**src/rtl/hois_pkg.sv**
```systemverilog
package hois_pkg;

  typedef enum logic [1:0] {
    ACT_ADD    = 2'd0,
    ACT_REMOVE = 2'd1,
    ACT_QUERY  = 2'd2,
    ACT_NONE   = 2'd3
  } action_t;

  typedef enum logic [1:0] {
    ST_DONE  = 2'd0,
    ST_EMPTY = 2'd1,
    ST_FULL  = 2'd2
  } status_t;

  typedef enum logic [2:0] {
    S_IDLE,
    S_CHECK,
    S_READ,
    S_PROC,
    S_TAIL,
    S_FINISH
  } state_t;

  typedef struct packed {
    logic load;
    logic rd;
    logic proc;
    logic tail;
    logic finish;
  } cmd_t;

  typedef struct packed {
    logic skip;
    logic count_zero;
    logic last;
    logic again;
    logic out_free;
  } sts_t;

endpackage

```
**src/rtl/hois_ctrl.sv**
```systemverilog
module hois_ctrl (
  input  logic              clk,
  input  logic              rst,
  input  logic              in_valid,
  output logic              in_ready,
  input  hois_pkg::sts_t    sts,
  output hois_pkg::cmd_t    cmd
);

  hois_pkg::state_t state, state_next;

  always_ff @(posedge clk) begin
    if (rst) begin
      state <= hois_pkg::S_IDLE;
    end else begin
      state <= state_next;
    end
  end

  always_comb begin
    state_next = state;
    unique case (state)
      hois_pkg::S_IDLE: begin
        if (in_valid) state_next = hois_pkg::S_CHECK;
      end
      hois_pkg::S_CHECK: begin
        priority if (sts.skip) state_next = hois_pkg::S_FINISH;
        else if (sts.count_zero) state_next = hois_pkg::S_TAIL;
        else state_next = hois_pkg::S_READ;
      end
      hois_pkg::S_READ: state_next = hois_pkg::S_PROC;
      hois_pkg::S_PROC: begin
        priority if (sts.again) state_next = hois_pkg::S_PROC;
        else if (sts.last) state_next = hois_pkg::S_TAIL;
        else state_next = hois_pkg::S_READ;
      end
      hois_pkg::S_TAIL: state_next = hois_pkg::S_FINISH;
      hois_pkg::S_FINISH: begin
        if (sts.out_free) state_next = hois_pkg::S_IDLE;
      end
      default: state_next = hois_pkg::S_IDLE;
    endcase
  end

  always_comb begin
    cmd      = '0;
    in_ready = 1'b0;
    unique case (state)
      hois_pkg::S_IDLE: begin
        in_ready = 1'b1;
        cmd.load = in_valid;
      end
      hois_pkg::S_READ:   cmd.rd = 1'b1;
      hois_pkg::S_PROC:   cmd.proc = 1'b1;
      hois_pkg::S_TAIL:   cmd.tail = 1'b1;
      hois_pkg::S_FINISH: cmd.finish = sts.out_free;
      default: ;
    endcase
  end

endmodule

```
**config.mk**
```make
export PLATFORM = sky130hd
export DESIGN_NAME = hois_ctrl
export DESIGN_NICKNAME = d
export VERILOG_FILES = /design/src/rtl/hois_pkg.sv /design/src/rtl/hois_ctrl.sv
export SDC_FILE = /design/constraint.sdc
export NUM_CORES = 1
export LEC_CHECK = 0
export ABC_AREA = 1
export ABC_CLOCK_PERIOD_IN_PS = 1400
export BUFFER_PORTS_ARGS = -buffer_cell sky130_fd_sc_hd__buf_4
export CAP_MARGIN = 0
export CORE_AREA = 2 2 39 41
export CTS_CLUSTER_DIAMETER = 60
export DETAILED_ROUTE_END_ITERATION = 8
export DIE_AREA = 0 0 41 43
export SYNTH_ARGS = -nofsm -noshare
export SYNTH_HDL_FRONTEND = slang
export SYNTH_SLANG_ARGS = --single-unit
export TNS_END_PERCENT = 30
```
**constraint.sdc**
```tcl
create_clock -name clk -period 1.4 [get_ports clk]
set_input_delay 0.07 -clock clk [delete_from_list [all_inputs] [get_ports clk]]
set_output_delay 0.07 -clock clk [all_outputs]
set_load 0.01 [all_outputs]
```
Yosys cells after proc, flatten, opt, wreduce, memory -nomap -nowiden --
Index checks and enable logic that the tools add are counted.
Storage, ports and cells: bits of input ports 8, word-level logic and storage cells 23, bits in registers 3, output and inout bits 6
Cells by class: mux-type cells 13, equality and inequality tests 7, reductions and logical operators 2
Operators with widths (number):
- 3-bit two-way mux | 6
- 3-bit case mux with 6 select lines | 1
- 3-bit by 2-bit equality test with 1-bit output (second input constant) | 2
- 3-bit equality test (second input constant) | 2
- 1-bit two-way mux | 6
- 2-bit != test (second input constant) | 2
- 3-bit by 1-bit equality test with 1-bit output (second input constant) | 1
- 3-bit zero test | 1
- 2-bit AND reduction | 1

Logic depth before layout (Yosys ltp) --
Gate-level depths: netlist of the first run.
depth in word-level cells 3, mapped depth 6, mapped depth without buffers 5

Worst setup path before layout of the first run --
OpenSTA, ideal clock, no wires.
kind reg2reg, start point register state[0], end point register state[2], clock period less this slack 904 ps, arrival 789 ps, setup slack 496 ps, required time 1285 ps, library setup time 115 ps, buffers on the path 1, cell stages (with the launch flop) 6, path through dfxtp_1 > buf_6 > nor2_2 > nand3_1 > a21boi_1 > nor2_1
On the way: cells in the longest elaborated chain, start to end 3, elaborated cells on any way between the ends 10, those cells by class eq/ne (7); mux (1); reduce/logical (2)
RTL lines:
- from (decl) | line hois_ctrl.sv:10 | hois_pkg::state_t state, state_next;
- from (signal assigned) | line hois_ctrl.sv:14 | state <= hois_pkg::S_IDLE;
- from (signal assigned) | line hois_ctrl.sv:16 | state <= state_next;
- 3-bit equality test or 3-bit zero test (tied branches) | line hois_ctrl.sv:22 | unique case (state)
- 2-bit != test (no source line)
- 2-bit AND reduction (no source line)
Parallel ways exist; a longest one is shown, timed or not. A chain may end at the register's enable or synchronous reset.

==> results of run 1 <==
## layer usage
layer  vias up  global-route usage, %  routed length [um]
li1        175                      -                   -
met1       135                   11.2                 266
met2        10                   14.1                 327
met3         2                   3.14                  69
met4         0                   10.0                  10
met5         -                      0                   0
## power groups by stage
stage               Clock (mW)  Sequential (mW)  Combinational, mW
floorplan                    0            0.115              0.160
global placement             0            0.132              0.202
detailed placement           0            0.132              0.204
CTS                      0.161            0.131              0.206
global route             0.171            0.136              0.232
finish                   0.151            0.131              0.203
## cells in the final DEF (no fill, tap or decap), types with 2 or more instances in the layout
master and instances:
dfxtp_1 3, clkbuf_4 3, a21oi_1 2, nand4_1 4, buf_4 13, nand3_1 3, inv_2 3, inv_1 9
nand2_1 6, nor2_1 4
## logic make-up after synthesis
family | after synthesis | synth area share, %
DFF | 3 | 22.6
AOI/OAI and AO/OA | 7 | 16.5
and+or+nand+nor | 21 | 39.6
buffers and inverters | 13 | 21.2
## stage by stage
stage / setup WS (ns) / hold slack (ns) / std cells / total power [mW]
after floorplan: 0.496 / 0.247 / 44 / 0.275
after global placement: 0.415 / 0.372 / 72 / 0.333
after detailed placement: 0.382 / 0.369 / 72 / 0.337
after CTS: 0.177 / 0.123 / 76 / 0.497
after global routing: 0.0530 / 0.142 / 76 / 0.539
final: 0.186 / 0.132 / 76 / 0.486
## Yosys cell counts, drive strengths merged
cell,n,area [um2]
nor2,5,21.3
o21ai,3,18.8
buf,1,11.3
nor3,1,5.00
a21boi,1,7.51
o211ai,1,7.51
nand4,4,25.0
dfxtp,3,60.1
a21oi,2,10.0
nand2,7,28.8
inv,12,45.0
nand3,4,25.0
## how the worst max path moves through the flow
stage / endpoint / start / slack (ns)
floorplan: state[2]$_SDFFE_PP0P_ / state[0]$_SDFFE_PP0P_ / 0.50
global placement: state[0]$_SDFFE_PP0P_ / state[0]$_SDFFE_PP0P_ / 0.42
detailed placement: state[1]$_SDFFE_PP0P_ / state[0]$_SDFFE_PP0P_ / 0.38
CTS: cmd[0] / state[0]$_SDFFE_PP0P_ / 0.18
global route: cmd[0] / state[0]$_SDFFE_PP0P_ / 0.05
finish: cmd[0] / state[0]$_SDFFE_PP0P_ / 0.19
## area by class of cell
class                   instances  area, um2  area share, %
inverters                      12       45.0           11.3
multi-input cells              28        149           37.4
repair buffers                 13       97.6           24.5
clock buffers                   4       26.3           6.60
well taps                      16       20.0           5.03
flip-flops and latches          3       60.1           15.1
## worst max-delay path: cells and delay by family (launching register included)
family / cells / cell delay [ns]
DFF: 1 / 0.48
and+or+nand+nor: 2 / 0.28
buffers and inverters: 1 / 0.15
==> results.md, run 1 <==
- Status: finished, final reports clean
- Syn Std Cell Area: between 200 and 300 um2
- Crit path cell chain: nand2_1, nor3_1, buf_4
- Gate power share: approximately two fifths
- Fillers: 159
- Vias after detailed routing: ~320
- GRT Overall Usage: 10.1%
- Htree depth: 1
- Worst Path Required: approximately 1.3 ns
- Worst r2r dst: state[2]$_SDFFE_PP0P_
- Grt ovf: 0
- Slew at the pin closest to its max-slew limit: about 0.3 ns
- Sequential element share of the synthesized area: between 20% and 30%
- Slew headroom: about four fifths
- Max-Cap Viols: 0
- # hold bufs at CTS: 0
- Worst R2R Start: state[0]$_SDFFE_PP0P_
- First-pass GRT wire length: approximately 1200 um
- Core Region: 1380 um2
- Leakage: 0.234 nW
- PD cells: about 1200 nW/um2
- Tcrit/Tclk final: 86.7%
- # diodes: 0
- Max stage delay on crit path: ~0.48 ns
- Final Hold Fails: 0
- Max Buffers Root-to-Sink: 2
- TNS Setup: 0 ns
- Synthesis Warnings: 0
- Arrival time worst endpoint: 1.14 ns
- Avg Cell Area, Syn: ~6.0 um2
- #FFs+latches synth: 3
- Clock power frac: a little under a third
- Peak supply drop: slightly below 0.0004 V
- Initial antenna violation count: 0
- Die extent in x: roughly 41 um
- Port bufs: 13
- Final Skew: 0.00481 ns
- WS Path Type: reg -> out
- Sw Ratio: 37.7%
- Register with the most flip-flops: state
- Post-CTS setup buffers: 0
- Largest net degree at the start of global routing: 9
- Final Cell Area: approximately 400 um2
- CTS tree: built
- Gate Count Post-Synth: 44
- Row count: 14
- Slew Viols, Final: 0
- Synth unique cells: 18
- Routability Congestion: around 0.7
- Worst Hold Path EP: state[2]$_SDFFE_PP0P_
- Critical path peak fanout: 8
- # IOs: 14
- Number of flip-flops in the largest register: 3
- Final core utilization: 28.8%
- Clock period minus worst slack: roughly 1.2 ns
- Clock slew at reported path FFs: ~0.04 ns
- Hold path depth: 4
- Setup violators final: 0
- Initial Util: a little under a fifth
- Via/cell ratio: around 4.2
- Antenna Nets Post-Route: 0
- Power share of the sequential group: about 27%
- CP Capture Type: output port
- HP Class: in -> reg
- Worst-skew pair later-pin latency: between 0.2 and 0.25 ns
- P_sw: about 0.18 mW
- Pre-antenna DRT Iters: 4
- Largest regs: state: 3 flops
- RSZ-0062 raised after global routing: no
- Post-Syn Nets: 52
- Vias in the first global route: 314
- R2R depth: 5
- Number of buffers inserted during clock tree synthesis: 3
- Initial DRC Count: 7
- Area of the die: around 1800 um2
- Routed wire length: roughly 670 um
- Synth-to-Final Area Change: 50.0%
- Layout cell share with drive strength beyond 1: 38.3%
- Clock root buffer: clkbuf_4
- R2R Setup Slk: around 0.37 ns
- Die height: between 40 and 50 um
- P_int: around 0.30 mW
- Worst Setup Start Kind: flop
- CTS resizes: 0
- WL/cell: ~8.8 um
- Slowest CP cell: dfxtp_1
- DP HPWL: about 560 um
- DRC Markers: 0
- Fin nets: just under 70
- Min-delay src: rst
- DP Area: between 300 and 400 um2
- Clk sink count: 3
- F_max: 824 MHz
Note: power is estimated with default switching activity, not from simulation.
==> inputs of run 2 (changes only) <==
--- a/config.mk
+++ b/config.mk
@@ -6,7 +6,7 @@
 export NUM_CORES = 1
 export LEC_CHECK = 0
 export ABC_AREA = 1
-export ABC_CLOCK_PERIOD_IN_PS = 1400
+export ABC_CLOCK_PERIOD_IN_PS = 1100
 export BUFFER_PORTS_ARGS = -buffer_cell sky130_fd_sc_hd__buf_4
 export CAP_MARGIN = 0
 export CORE_AREA = 2 2 39 41
==> constraint.sdc (replaced) <==
create_clock -name clk -period 1.1 [get_ports clk]
set_input_delay 0.055 -clock clk [delete_from_list [all_inputs] [get_ports clk]]
set_output_delay 0.055 -clock clk [all_outputs]
set_load 0.01 [all_outputs]
==> run 2 against run 1 <==
  * Worst hold slack worse by 0.025 ns
  * Critical path depth increased by 1
  * Utilization increased by 2.1 points
  * Clock-buffer cell count is the same
  * Clock power up 28%
  * Combinational power grew 34%
  * Cell count grew 1.3%
  * Sequential cell count stayed put
  * Sequential power rose by 38%
  * Wire length up 2.2%
==> results.md, run 2 (synthesis gave the netlist of run 1 again) <==
- CTS tree: built (unchanged)
- Via/cell ratio: 4.31 (was 4.24)
- Power share of the sequential group: 27.9% (was 27.0%)
- Pre-antenna DRT Iters: 4 (unchanged)
- Area of the die: 1760 um2 (unchanged)
- Routability Congestion: 0.696 (unchanged)
- Status: finished, final reports clean (unchanged)
- Max Buffers Root-to-Sink: 2 (unchanged)
- Peak supply drop: 0.000570 V (was 0.000386 V)
- Largest regs: state: 3 flops (unchanged)
- R2R Setup Slk: 0.10 ns (was 0.37 ns)
- Arrival time worst endpoint: 0.99 ns (was 1.14 ns)
- CP Capture Type: output port (unchanged)
- Worst R2R Start: state[1]$_SDFFE_PP0P_ (was state[0]$_SDFFE_PP0P_)
- Core Region: 1380 um2 (unchanged)
- Worst Path Required: 1.04 ns (was 1.33 ns)
- Die height: 43 um (unchanged)
- Commonest non-fill, non-tap cells in the layout: buf_4, inv_1, nand2_1, nor2_1, nand4_1 (unchanged)
- Slowest CP cell: dfxtp_4 (was dfxtp_1)
- Clock period minus worst slack: 1.05 ns
- Inst Count DP: 72 (unchanged)
- Buf+Inv Stages, Crit Path: 2 (was 1)
- WL/cell: 8.92 um (was 8.84 um)
- Fillers: 155 (was 159)
- Clock power frac: 29.9% (was 31.1%)
- Gate power share: 42.2% (was 41.9%)
- Max-Cap Viols: 0 (unchanged)
- # diodes: 0 (unchanged)
- Number of buffers inserted during clock tree synthesis: 3 (unchanged)
- Tcrit/Tclk final: 95.0%
- P_int: 0.404 mW (was 0.303 mW)
- DRC Markers: 0 (unchanged)
- Sw Ratio: 37.6% (was 37.7%)
- # hold bufs at CTS: 0 (unchanged)
- Leakage: 0.243 nW (was 0.234 nW)
- Synth-to-Final Area Change: 60.8% (was 50.0%)
- Fin nets: 70 (was 69)
- Layout cell share with drive strength beyond 1: 45.9% (was 38.3%)
- Antenna Nets Post-Route: 0 (unchanged)
- DP HPWL: 562 um (unchanged)
- Worst Setup Start Kind: flop (unchanged)
- Die extent in x: 41 um (unchanged)
- # IOs: 14 (unchanged)
- Pwr Total: 0.648 mW (was 0.486 mW)
- Hold path depth: 4 (unchanged)
- Critical path peak fanout: 5 (was 8)
- Clock slew at reported path FFs: 0.04 ns (about the same)
- TNS Setup: 0 ns (unchanged)
- Vias after detailed routing: 332 (was 322)
- CP Depth: 4 (was 3)
- Port bufs: 13 (unchanged)
- Setup violators final: 0 (unchanged)
- Slew Viols, Final: 0 (unchanged)
- Slew at the pin closest to its max-slew limit: 0.148 ns (was 0.296 ns)
- WS Path Type: reg -> out (unchanged)
- Number of flip-flops in the largest register: 3 (unchanged)
- Worst hold slack: 0.106 ns (was 0.132 ns)
- Vias in the first global route: 327 (was 314)
- Worst r2r dst: state[2]$_SDFFE_PP0P_ (unchanged)
- RSZ-0062 raised after global routing: yes (was no)
- Initial DRC Count: 7 (unchanged)
- Largest net degree at the start of global routing: 9 (unchanged)
- Dpl ws: 0.0820 ns (was 0.382 ns)
- HP Class: in -> reg (unchanged)
- Row count: 14 (unchanged)
- First-pass GRT wire length: 1190 um (was 1160 um)
- Initial antenna violation count: 0 (unchanged)
- Initial Util: 19.2% (unchanged)
- Non-filler cells, final: 77 (was 76)
- Crit path cell chain: inv_4, nand2_1, nor3_2, buf_4 (was nand2_1, nor3_1, buf_4)
- Final Hold Fails: 0 (unchanged)
- PD cells: 1520 nW/um2 (was 1220 nW/um2)
- Fin worst setup slack: 0.0545 ns (was 0.186 ns)
- Grt ovf: 0 (unchanged)
- Worst-skew pair later-pin latency: 0.24 ns (was 0.23 ns)
- Htree depth: 1 (unchanged)
- Clk sink count: 3 (unchanged)
- Commonest non-fill, non-tap cell in the layout: buf_4 (unchanged)
- Max stage delay on crit path: 0.36 ns (was 0.48 ns)
- GRT Overall Usage: 10.2% (was 10.1%)
- Final Skew: 0.00463 ns (was 0.00481 ns)
- Clock root buffer: clkbuf_4 (unchanged)
- Slew headroom: 90.1% (was 80.3%)
- Top Family by Delay on Critical Path: flip-flops (unchanged)
- Register with the most flip-flops: state (unchanged)
- Worst Hold Path EP: state[2]$_SDFFE_PP0P_ (unchanged)
- F_max: between 900 and 1000 MHz
- P_sw: 0.243 mW (was 0.183 mW)
- R2R depth: 5 (unchanged)
- Routed wire length: 687 um (was 672 um)
- Min-delay src: rst (unchanged)
run 2: changes by cell type in the layout (fill, tap and decap cells not counted), sizes merged:
cell | before | now
buf | 13 | 14
run 2: layout make-up:
type | count | area (um2) | share of cell area [%]
clock buffers | 4 | 26.3 | 6.16
inverters | 12 | 47.5 | 11.1
multi-input cells | 28 | 159 | 37.2
flip-flops and latches | 3 | 68.8 | 16.1
well taps | 16 | 20.0 | 4.69
repair buffers | 14 | 105 | 24.6
run 2: timing repair:
action,CTS,global route
pin swaps,0,0
gates resized for setup,3,5
endpoints found under the setup margin,6,4
setup buffers,1,0
run 2: worst max path at each step:
stage	to	slack, ns	start
3_5_place_dp	state[1]$_SDFFE_PP0P_	0.08	state[0]$_SDFFE_PP0P_
3_3_place_gp	state[0]$_SDFFE_PP0P_	0.12	state[0]$_SDFFE_PP0P_
4_1_cts	cmd[0]	0.03	state[1]$_SDFFE_PP0P_
5_1_grt	cmd[4]	-0.02	state[0]$_SDFFE_PP0P_
6_report	cmd[0]	0.05	state[1]$_SDFFE_PP0P_
2_1_floorplan	state[2]$_SDFFE_PP0P_	0.20	state[0]$_SDFFE_PP0P_
run 2: metrics by stage:
stage	instance area, um2	utilization, %
floorplan	265	-
global placement	372	26.9
detailed placement	372	26.9
CTS	413	29.8
global route	427	30.8
finish	427	30.8
run 2: worst reg2reg max path, stage by stage (launching register included):
cell and delay (ns):
dfxtp_4 0.39, inv_4 0.05, buf_4 0.12, nand4_1 0.09, a21boi_1 0.18, nor2_1 0.06
run 2: layer usage:
metal	global-route usage [%]	share of wire [%]	vias up	routed length, um
li1	-	-	178	-
met1	10.9	39	138	268
met2	14.7	48	12	327
met3	3.14	10	4	71
met4	10.0	2.8	0	19
met5	0	0	-	0
run 2: power groups by stage:
stage | Combinational [mW] | Sequential, mW | Clock [mW]
CTS | 0.271 | 0.170 | 0.205
finish | 0.273 | 0.181 | 0.194
global route | 0.313 | 0.187 | 0.218
detailed placement | 0.260 | 0.169 | 0
floorplan | 0.204 | 0.146 | 0
global placement | 0.257 | 0.167 | 0
